## config.mk

```make
export PLATFORM = sky130hd
export DESIGN_NAME = rba_sqrt
export DESIGN_NICKNAME = d
export VERILOG_FILES = /design/src/hdl/rba_pkg.sv /design/src/hdl/rba_sqrt.sv
export SDC_FILE = /design/constraint.sdc
export NUM_CORES = 1
export LEC_CHECK = 0
export ABC_AREA = 1
export BUFFER_PORTS_ARGS = -buffer_cell sky130_fd_sc_hd__buf_2
export CORE_ASPECT_RATIO = 2
export CORE_MARGIN = 3
export CORE_UTILIZATION = 60
export CTS_BUF_LIST = sky130_fd_sc_hd__clkbuf_2 sky130_fd_sc_hd__clkbuf_4 sky130_fd_sc_hd__clkbuf_8
export DETAILED_ROUTE_END_ITERATION = 7
export GPL_TIMING_DRIVEN = 1
export PLACE_DENSITY = 0.76
export REMOVE_ABC_BUFFERS = 1
export SYNTH_ARGS = -nofsm -noshare
export SYNTH_HDL_FRONTEND = slang
export SYNTH_SLANG_ARGS = --single-unit
```

## constraint.sdc

```tcl
create_clock -name clk -period 2.75 [get_ports clk]
set_input_delay 0.4125 -clock clk [delete_from_list [all_inputs] [get_ports clk]]
set_output_delay 0.4125 -clock clk [all_outputs]
set_load 0.02 [all_outputs]
```

## src/hdl/rba_pkg.sv

```systemverilog
// ----------------------------------------------------------------------------
// rba_pkg
// Shared widths, register indexes and pipeline tag type for the round brush
// alpha unit.
// ----------------------------------------------------------------------------
package rba_pkg;

  // field widths
  localparam int COORD_W     = 12;
  localparam int Q4_W        = 16;
  localparam int RAMP_W      = 24;
  localparam int COV_W       = 16;
  localparam int IN_TDATA_W  = 24;
  localparam int OUT_TDATA_W = 16;
  localparam int CFG_IDX_W   = 3;
  localparam int CFG_DATA_W  = 24;

  // squared distance and square root sizing
  localparam int SQ_W      = 2 * Q4_W;          // one squared offset
  localparam int SUM_W     = SQ_W + 1;          // dx^2 + dy^2
  localparam int RAD_W     = 42;                // (sum << 8), padded to even
  localparam int SQ_STEPS  = RAD_W / 2;         // one root bit per step
  localparam int ROOT_W    = SQ_STEPS;
  localparam int REM_W     = ROOT_W + 1;

  // ramp and smoothstep sizing
  localparam int PROD_W    = ROOT_W + RAMP_W;   // diff * ramp_inverse
  localparam int HALF_RW   = RAMP_W / 2;
  localparam int PART_W    = ROOT_W + HALF_RW;
  localparam int T_W       = 16;
  localparam int U_W       = T_W + 1;
  localparam int W_W       = T_W + 2;

  localparam logic [COV_W-1:0] COV_FULL = '1;
  localparam logic [COV_W-1:0] COV_NONE = '0;

  // configuration register indexes
  typedef enum logic [CFG_IDX_W-1:0] {
    REG_CENTER_X     = 3'd0,
    REG_CENTER_Y     = 3'd1,
    REG_OUTER_RADIUS = 3'd2,
    REG_INNER_RADIUS = 3'd3,
    REG_RAMP_INVERSE = 3'd4
  } rba_reg_t;

  // per-pixel class that rides along the pipeline
  typedef struct packed {
    logic zero;   // outside image or beyond outer radius
    logic full;   // inside inner radius or hard edge
  } rba_tag_t;

endpackage

```

## src/hdl/rba_sqrt.sv

```systemverilog
// ----------------------------------------------------------------------------
// rba_sqrt
// Pipelined integer square root, one root bit resolved per register stage,
// with a class tag carried alongside.
// ----------------------------------------------------------------------------
module rba_sqrt (
  input  logic                        clk,
  input  logic [rba_pkg::SQ_STEPS-1:0] ld,
  input  logic [rba_pkg::RAD_W-1:0]   rad_in,
  input  rba_pkg::rba_tag_t           tag_in,
  output logic [rba_pkg::ROOT_W-1:0]  root_out,
  output rba_pkg::rba_tag_t           tag_out
);
  import rba_pkg::*;

  logic [REM_W-1:0]  rem_r  [SQ_STEPS];
  logic [ROOT_W-1:0] root_r [SQ_STEPS];
  logic [RAD_W-1:0]  rad_r  [SQ_STEPS];
  rba_tag_t          tag_r  [SQ_STEPS];

  genvar k;
  generate
    for (k = 0; k < SQ_STEPS; k++) begin : g_step
      logic [REM_W-1:0]  rem_prev;
      logic [ROOT_W-1:0] root_prev;
      logic [RAD_W-1:0]  rad_prev;
      rba_tag_t          tag_prev;
      logic [REM_W+1:0]  rem_sh;
      logic [REM_W+1:0]  trial;
      logic              take;

      // previous stage, or the pipe input for the first step
      if (k == 0) begin : g_first
        assign rem_prev  = '0;
        assign root_prev = '0;
        assign rad_prev  = rad_in;
        assign tag_prev  = tag_in;
      end else begin : g_next
        assign rem_prev  = rem_r[k-1];
        assign root_prev = root_r[k-1];
        assign rad_prev  = rad_r[k-1];
        assign tag_prev  = tag_r[k-1];
      end

      // bring down two radicand bits, try root*4+1
      assign rem_sh = {rem_prev, rad_prev[RAD_W-1 -: 2]};
      assign trial  = {1'b0, root_prev, 2'b01};
      assign take   = (rem_sh >= trial);

      always_ff @(posedge clk) begin
        if (ld[k]) begin
          rem_r[k]  <= take ? REM_W'(rem_sh - trial) : REM_W'(rem_sh);
          root_r[k] <= {root_prev[ROOT_W-2:0], take};
          rad_r[k]  <= {rad_prev[RAD_W-3:0], 2'b00};
          tag_r[k]  <= tag_prev;
        end
      end
    end
  endgenerate

  assign root_out = root_r[SQ_STEPS-1];
  assign tag_out  = tag_r[SQ_STEPS-1];

endmodule

```

-- After elaboration in Yosys (flattened, before gate mapping)
Memory sizes are Yosys's and may differ from the RTL's.
Cells that the tools add are included.
- add/sub/neg operators: 21
- $lt $le $gt $ge: 21
- multiplexer cells: 63
- operators with widths (kind ; count):
    $ge A24 B23 Y1 ; 20
    $mux W22 ; 21
    $sub A22 B22 Y22 ; 20
    $mux W1 ; 42
    $sub A2 B1 Y3 const B ; 1
    $ge A2 B1 Y1 const B ; 1
- register bits: 0
- bits in writable memories: 1785
- input port bits: 66
- word-level logic and storage cells: 109
- memories kept: 4
- memory list (memory ; depth ; width ; read ports ; clocked after memory_dff ; wr ports ; line ; RTL):
    rad_r ; 21 ; 40 ; 20 ; 0 ; 21 ; rba_sqrt.sv:18 ; logic [RAD_W-1:0] rad_r [SQ_STEPS];
    rem_r ; 21 ; 22 ; 20 ; 0 ; 21 ; rba_sqrt.sv:16 ; logic [REM_W-1:0] rem_r [SQ_STEPS];
    root_r ; 21 ; 21 ; 21 ; 0 ; 21 ; rba_sqrt.sv:17 ; logic [ROOT_W-1:0] root_r [SQ_STEPS];
    tag_r ; 21 ; 2 ; 21 ; 0 ; 21 ; rba_sqrt.sv:19 ; rba_tag_t tag_r [SQ_STEPS];

-- Longest topological paths before layout
Gate-level depths: netlist of run 1.
An unclocked memory read counts as a cell.
- depth in word-level cells: 3
- mapped depth: 14
- mapped depth without buffers: 14

-- Worst setup path after synthesis of run 1
Ideal clock, no wire load.
- kind: reg2reg
- from: mem rem_r[3][33] in the netlist's numbering
- to: mem rem_r[3][52] in the netlist's numbering (data pin)
- setup time: 0.257 ns
- arrival time: 1.721 ns
- data required time: 2.493 ns
- setup slack: 0.772 ns
- stages on the path, launching flop included: 9
- path buffers: 1
- path through: edfxtp_1 ha_1 a21oi_1 o21ai_1 nor2_4 nand3_4 inv_8 buf_12 o21ai_2
- RTL lines (what ; line):
    start: declaration ; rba_sqrt.sv:16

==> flow_summary.json, run 1 <==
{
  "status": "finished clean",
  "area_growth_pct": 10.3,
  "post-place-cells": 7651,
  "fmax_ghz": 0.387,
  "finalWeightedCongestion": 1.01,
  "placementRows": 161,
  "cts_tree": "built",
  "wl_um": 160000,
  "synth-async-reset-ratio": 0,
  "slew_violations": 0,
  "fin_setup_tns_ns": 0,
  "synth_warnings": 0,
  "cts.sinks": 1105,
  "crit_chain": "ha_1, nand2_1, inv_2, nand2_1, nand3_2, nand2_1, nand2_1, nand2_1, nand2_2, inv_1, o21ai_0, buf_4",
  "layout_commonest_cell": "nand2_1",
  "crit_fanout": 4,
  "nets": 6964,
  "hold_class": "input port to register",
  "overflow": 0,
  "critPathKind": "register to register",
  "clk_pin_slew_worst_paths_ns": 0.07,
  "grt_pass1_wl_um": 242000,
  "ant_nets": 0,
  "fin_util": 0.669,
  "clk_latency_ns": 0.90,
  "seq_area_frac_synth": 0.566,
  "final-hold-violation-count": 0,
  "required_ns": 3.51,
  "finClkSkew_ns": 0.0477,
  "syn-mean-instance-area_um2": 9.31,
  "yosysUniqueCellTypes": 53,
  "hpwl_um": 125000,
  "initial_core_util": 0.606,
  "dieArea_um2": 102000,
  "drive_gt1_frac": 0.102,
  "critPathLaunchType": "register",
  "dr.pass1.iters": 8,
  "maxCapViolCount": 0,
  "final_cell_mix": "nand2_1, edfxtp_1, inv_1",
  "core_um2": 96700,
  "post-route-min-period_ns": 2.58,
  "grt_pass1_vias": 44500,
  "grt_max_degree": 57,
  "end_kind": "register",
  "final_cells": 7986,
  "drt_iter0_drc": 2390,
  "netlist_area_um2": 58600,
  "io_pins": 89,
  "grt_setup_unrepaired": "no",
  "drc": 0,
  "worstPathArrival_ns": 3.34,
  "period_share": 0.938,
  "viasPerCell": 5.42,
  "vdd_drop_max_mv": 0.693,
  "ys.flop_type": "edfxtp_1",
  "vias": 43300,
  "htree_levels": 4,
  "root_buffer": "clkbuf_8",
  "synth_cells": 6299,
  "die_y_um": 448,
  "ys_ff_latch": 1105,
  "synth-edff-count": 1105,
  "track_usage": 0.321,
  "die_w_um": 227,
  "cp_slowest_cell": "o21ai_0",
  "wire_per_inst_um": 20.0,
  "antenna_found_initial": 1,
  "worst_slew_pin_slew_ns": 1.04,
  "crit_top_cell": "nand2_1",
  "cts_buffers": 153,
  "ctsResizeCount": 0,
  "portBuffers": 88,
  "powerDensity_nw_per_um2": 683,
  "setup_viol": 0,
  "cts.path.max_buffers": 3,
  "power.leakage_nw": 28.9,
  "worst_path_largest_cell_delay_ns": 0.49,
  "total_power_mw": 44.2,
  "relSlewSlack": 0.308
}
## state kept, by name, summed over array words and instances, names as in the netlist
name and cells:
rad_r 420, rem_r 412, root_r 231, tag_r 42
## report_power, final
part / switching [mW] / internal, mW
Clock: 6.56 / 6.37
Sequential: 1.51 / 20.7
Combinational: 5.98 / 3.09
Total: 14.1 / 30.1
## synthesized netlist by cell type (all sizes together), types with 12 or more instances
| library cell | instances | area share |
|---|---|---|
| xor2 | 109 | 0.016 |
| nor2 | 587 | 0.041 |
| buf | 45 | 0.0078 |
| o21ai | 177 | 0.018 |
| nor3 | 52 | 0.0050 |
| a21oi | 242 | 0.024 |
| edfxtp | 1105 | 0.57 |
| nand3 | 347 | 0.031 |
| ha | 253 | 0.054 |
| inv | 1037 | 0.067 |
| nand3b | 69 | 0.0088 |
| nand2 | 2054 | 0.13 |
| o21bai | 12 | 0.0015 |
| or2 | 21 | 0.0022 |
| nand4 | 96 | 0.011 |
| xnor2 | 59 | 0.0088 |
## timing repair
item	CTS	global route
setup endpoints to repair	0	1
buffers inserted	0	2
endpoints found under the hold margin	283	0
hold buffers	59	0
## logic make-up (layout without fill, tap and decap cells)
family / count (synthesis) / in the layout / synth area share
buffers and inverters: 1086 / 1550 / 0.0749
DFF: 1105 / 1105 / 0.566
xor gates and xnor gates: 168 / 168 / 0.0251
other: 1 / 2 / 0.0000640
adders and majority gates: 253 / 253 / 0.0540
AOI/OAI and AO/OA: 447 / 447 / 0.0450
and+or+nand+nor: 3239 / 3239 / 0.235
## area by class of cell
class                           instances  area, um^2
Timing Repair Buffer                  237        1920
Multi-Input combinational cell       4108       21100
Clock inverter                         76         638
Sequential cell                      1105       33200
Tap cell                             1222        1530
Fill cell                            7686       32000
Inverter                             1040        3930
Clock buffer                          197        2440
Antenna cell                            1        2.50
## final timing paths
path,depth (start not counted),startpoint,slack [ns],end
worst min register to register,0,rad_r[3][77],0.39,rad_r[3][119]
worst max register to register,12,rem_r[1][67],0.17,rem_r[2][16]
worst min-delay path,1,ld[10],0.11,rad_r[2][105]
worst max-delay path,12,rem_r[1][67],0.17,rem_r[2][16]
## metal layers
layer	up-vias	wire length (um)	track usage
met5	-	0	0
met4	0	18000	0.300
met3	705	6250	0.0548
met2	1320	88800	0.620
met1	20000	47000	0.263
li1	21300	-	-
## stage by stage
step	worst slack, ns	hold slack (ns)	cell area [um^2]
after CTS	0.188	0.0211	64700
after detailed placement	0.203	0.405	61000
after global routing	0.00352	0.0452	64700
after global placement	0.213	0.400	61000
after floorplan	0.354	0.400	58200
final	0.169	0.107	64700
## critical path: cells and delay by family (launching register included)
kind / cells / cell delay [ns]
buffers and inverters: 3 / 0.36
adders and majority gates: 1 / 0.45
AOI/OAI and AO/OA: 1 / 0.49
DFF: 1 / 0.48
and+or+nand+nor: 7 / 0.69
No activity file was read; power rests on OpenSTA's default activity.
==> run 2, diff against run 1 <==
==> constraint.sdc (replaced) <==
create_clock -name clk -period 2.93 [get_ports clk]
set_input_delay 0.4395 -clock clk [delete_from_list [all_inputs] [get_ports clk]]
set_output_delay 0.4395 -clock clk [all_outputs]
set_load 0.02 [all_outputs]
==> run 2 against run 1 <==
Net effect:
- sequential share of layout area about the same
- die area is the same
- largest cell class unchanged
- global-route usage is 1.2 points higher
==> flow_summary.json, run 2 (synthesis gave the netlist of run 1 again) <==
{
  "grt_max_degree": 64,
  "cts_tree": "built",
  "clk_latency_ns": 0.90,
  "largest_registers": "rad_r x420, rem_r x412, root_r x231",
  "setup_viol": 0,
  "track_usage": 0.332,
  "crit_start": "root_r[4][9]",
  "final_cell_mix": "nand2_1, edfxtp_1, inv_1",
  "crit_chain": "inv_1, ha_1, a21oi_1, nand2_1, nand2_1, nand2_1, nand2_1, nand4_2, inv_2, buf_4, nand2_1, nand2_1",
  "die_w_um": 227,
  "nets": 6950,
  "relSlewSlack": 0.330,
  "critPathKind": "register to register",
  "worstPathArrival_ns": 3.41,
  "grt_pass1_wl_um": 249000,
  "grt_setup_unrepaired": "no",
  "fin_setup_tns_ns": 0,
  "status": "finished clean",
  "cts.path.max_buffers": 3,
  "nFillCells": 7733,
  "r2r_slack_ns": 0.24,
  "power.leakage_nw": 28.9,
  "dieArea_um2": 102000,
  "worst_slew_pin_slew_ns": 1.00,
  "fin_util": 0.669,
  "finClkSkew_ns": 0.0470,
  "hold_class": "input port to register",
  "reg2reg_from": "root_r[4][9]",
  "final_area_um2": 64700,
  "period_share": 0.917,
  "hpwl_um": 128000,
  "layout_commonest_cell": "nand2_1",
  "cts.sinks": 1105,
  "area_growth_pct": 10.4,
  "wire_per_inst_um": 20.9,
  "postPlaceCellArea_um2": 60900,
  "post-route-min-period_ns": 2.69,
  "maxCapViolCount": 0,
  "finalWeightedCongestion": 1.02,
  "vdd_drop_max_mv": 0.687,
  "core_um2": 96700,
  "largest_register": "rad_r",
  "grt_pass1_vias": 44400,
  "end_kind": "register",
  "ant_nets": 0,
  "drive_gt1_frac": 0.101,
  "die_y_um": 448,
  "crit_top_cell": "nand2_1",
  "wl_um": 167000,
  "r2r-end": "rem_r[4][39]",
  "vias": 43600,
  "drt_iter0_drc": 2656,
  "critPathLaunchType": "register",
  "root_buffer": "clkbuf_8",
  "fmax_ghz": 0.372,
  "htree_levels": 4,
  "clk_pin_slew_worst_paths_ns": 0.07,
  "required_ns": 3.66,
  "worst_path_largest_cell_delay_ns": 0.61,
  "io_pins": 89,
  "overflow": 0,
  "drc": 0,
  "crit_fanout": 20,
  "dr.pass1.iters": 6,
  "largest_register_ffs": 420,
  "portBuffers": 88,
  "slew_violations": 0,
  "cp_slowest_cell": "edfxtp_1",
  "powerDensity_nw_per_um2": 653,
  "cts_buffers": 153,
  "ff2ff_path_depth": 12,
  "crit_end": "rem_r[4][39]",
  "antenna_found_initial": 6,
  "viasPerCell": 5.46,
  "initial_core_util": 0.606,
  "final-hold-violation-count": 0,
  "ctsResizeCount": 0,
  "placementRows": 161
}
[run 2: what timing repair did]
item / CTS / global route
hold buffers: 55 / 0
endpoints found under the hold margin: 170 / 0
endpoints found under the setup margin: 0 / 20
setup buffers: 0 / 2
[run 2: layout make-up]
class / count / area, um^2 / area share
multi-input cells: 4108 / 21100 / 0.325
well taps: 1222 / 1530 / 0.0236
clock buffers: 184 / 2340 / 0.0361
diodes: 5 / 12.5 / 0.000193
flip-flops and latches: 1105 / 33200 / 0.513
inverters: 1040 / 3930 / 0.0607
clock inverters: 91 / 865 / 0.0134
repair buffers: 223 / 1820 / 0.0281
[run 2: layer usage]
metal | routed length (um) | global-route usage | up-vias | share of wire
li1 | - | - | 21200 | -
met1 | 49300 | 0.276 | 20300 | 0.30
met2 | 90700 | 0.631 | 1368 | 0.54
met3 | 6490 | 0.0561 | 697 | 0.039
met4 | 20300 | 0.330 | 6 | 0.12
met5 | 40 | 0 | - | 0.00024
[run 2: per-stage QoR]
stage                     std cells  power (mW)  worst slack (ns)  hold slack, ns
after global routing           7978        44.2            0.0958          0.0222
after CTS                      7971        42.2             0.259         0.00461
after floorplan                6253        26.2             0.534           0.400
final                          7978        42.2             0.244          0.0681
after global placement         7641        29.4             0.339           0.400
after detailed placement       7641        29.5             0.252           0.405
[run 2: worst min path at each step]
| stage | startpoint | end | slack [ns] | cells past startpoint |
|---|---|---|---|---|
| 2_1_floorplan | rad_r[0][58] | rad_r[0][100] | 0.40 | 0 |
| 3_3_place_gp | rad_r[0][51] | rad_r[0][93] | 0.40 | 0 |
| 3_5_place_dp | rad_r[0][77] | rad_r[0][119] | 0.40 | 0 |
| 4_1_cts | ld[2] | rad_r[0][84] | 0.005 | 2 |
| 5_1_grt | ld[2] | rad_r[0][92] | 0.02 | 2 |
| 6_report | ld[2] | rad_r[0][92] | 0.07 | 2 |
[run 2: critical path, delay by kind of cell (launching register included)]
| family | cells | cell delay, ns |
|---|---|---|
| buf+inv | 3 | 0.50 |
| fa+ha+maj | 1 | 0.37 |
| simple gates | 7 | 0.80 |
| compound gates | 1 | 0.23 |
| flops | 1 | 0.61 |
[run 2: power breakdown]
group          internal (mW)  switching [mW]
Clock                   6.43            6.33
Sequential              19.4            1.43
Combinational           2.88            5.74
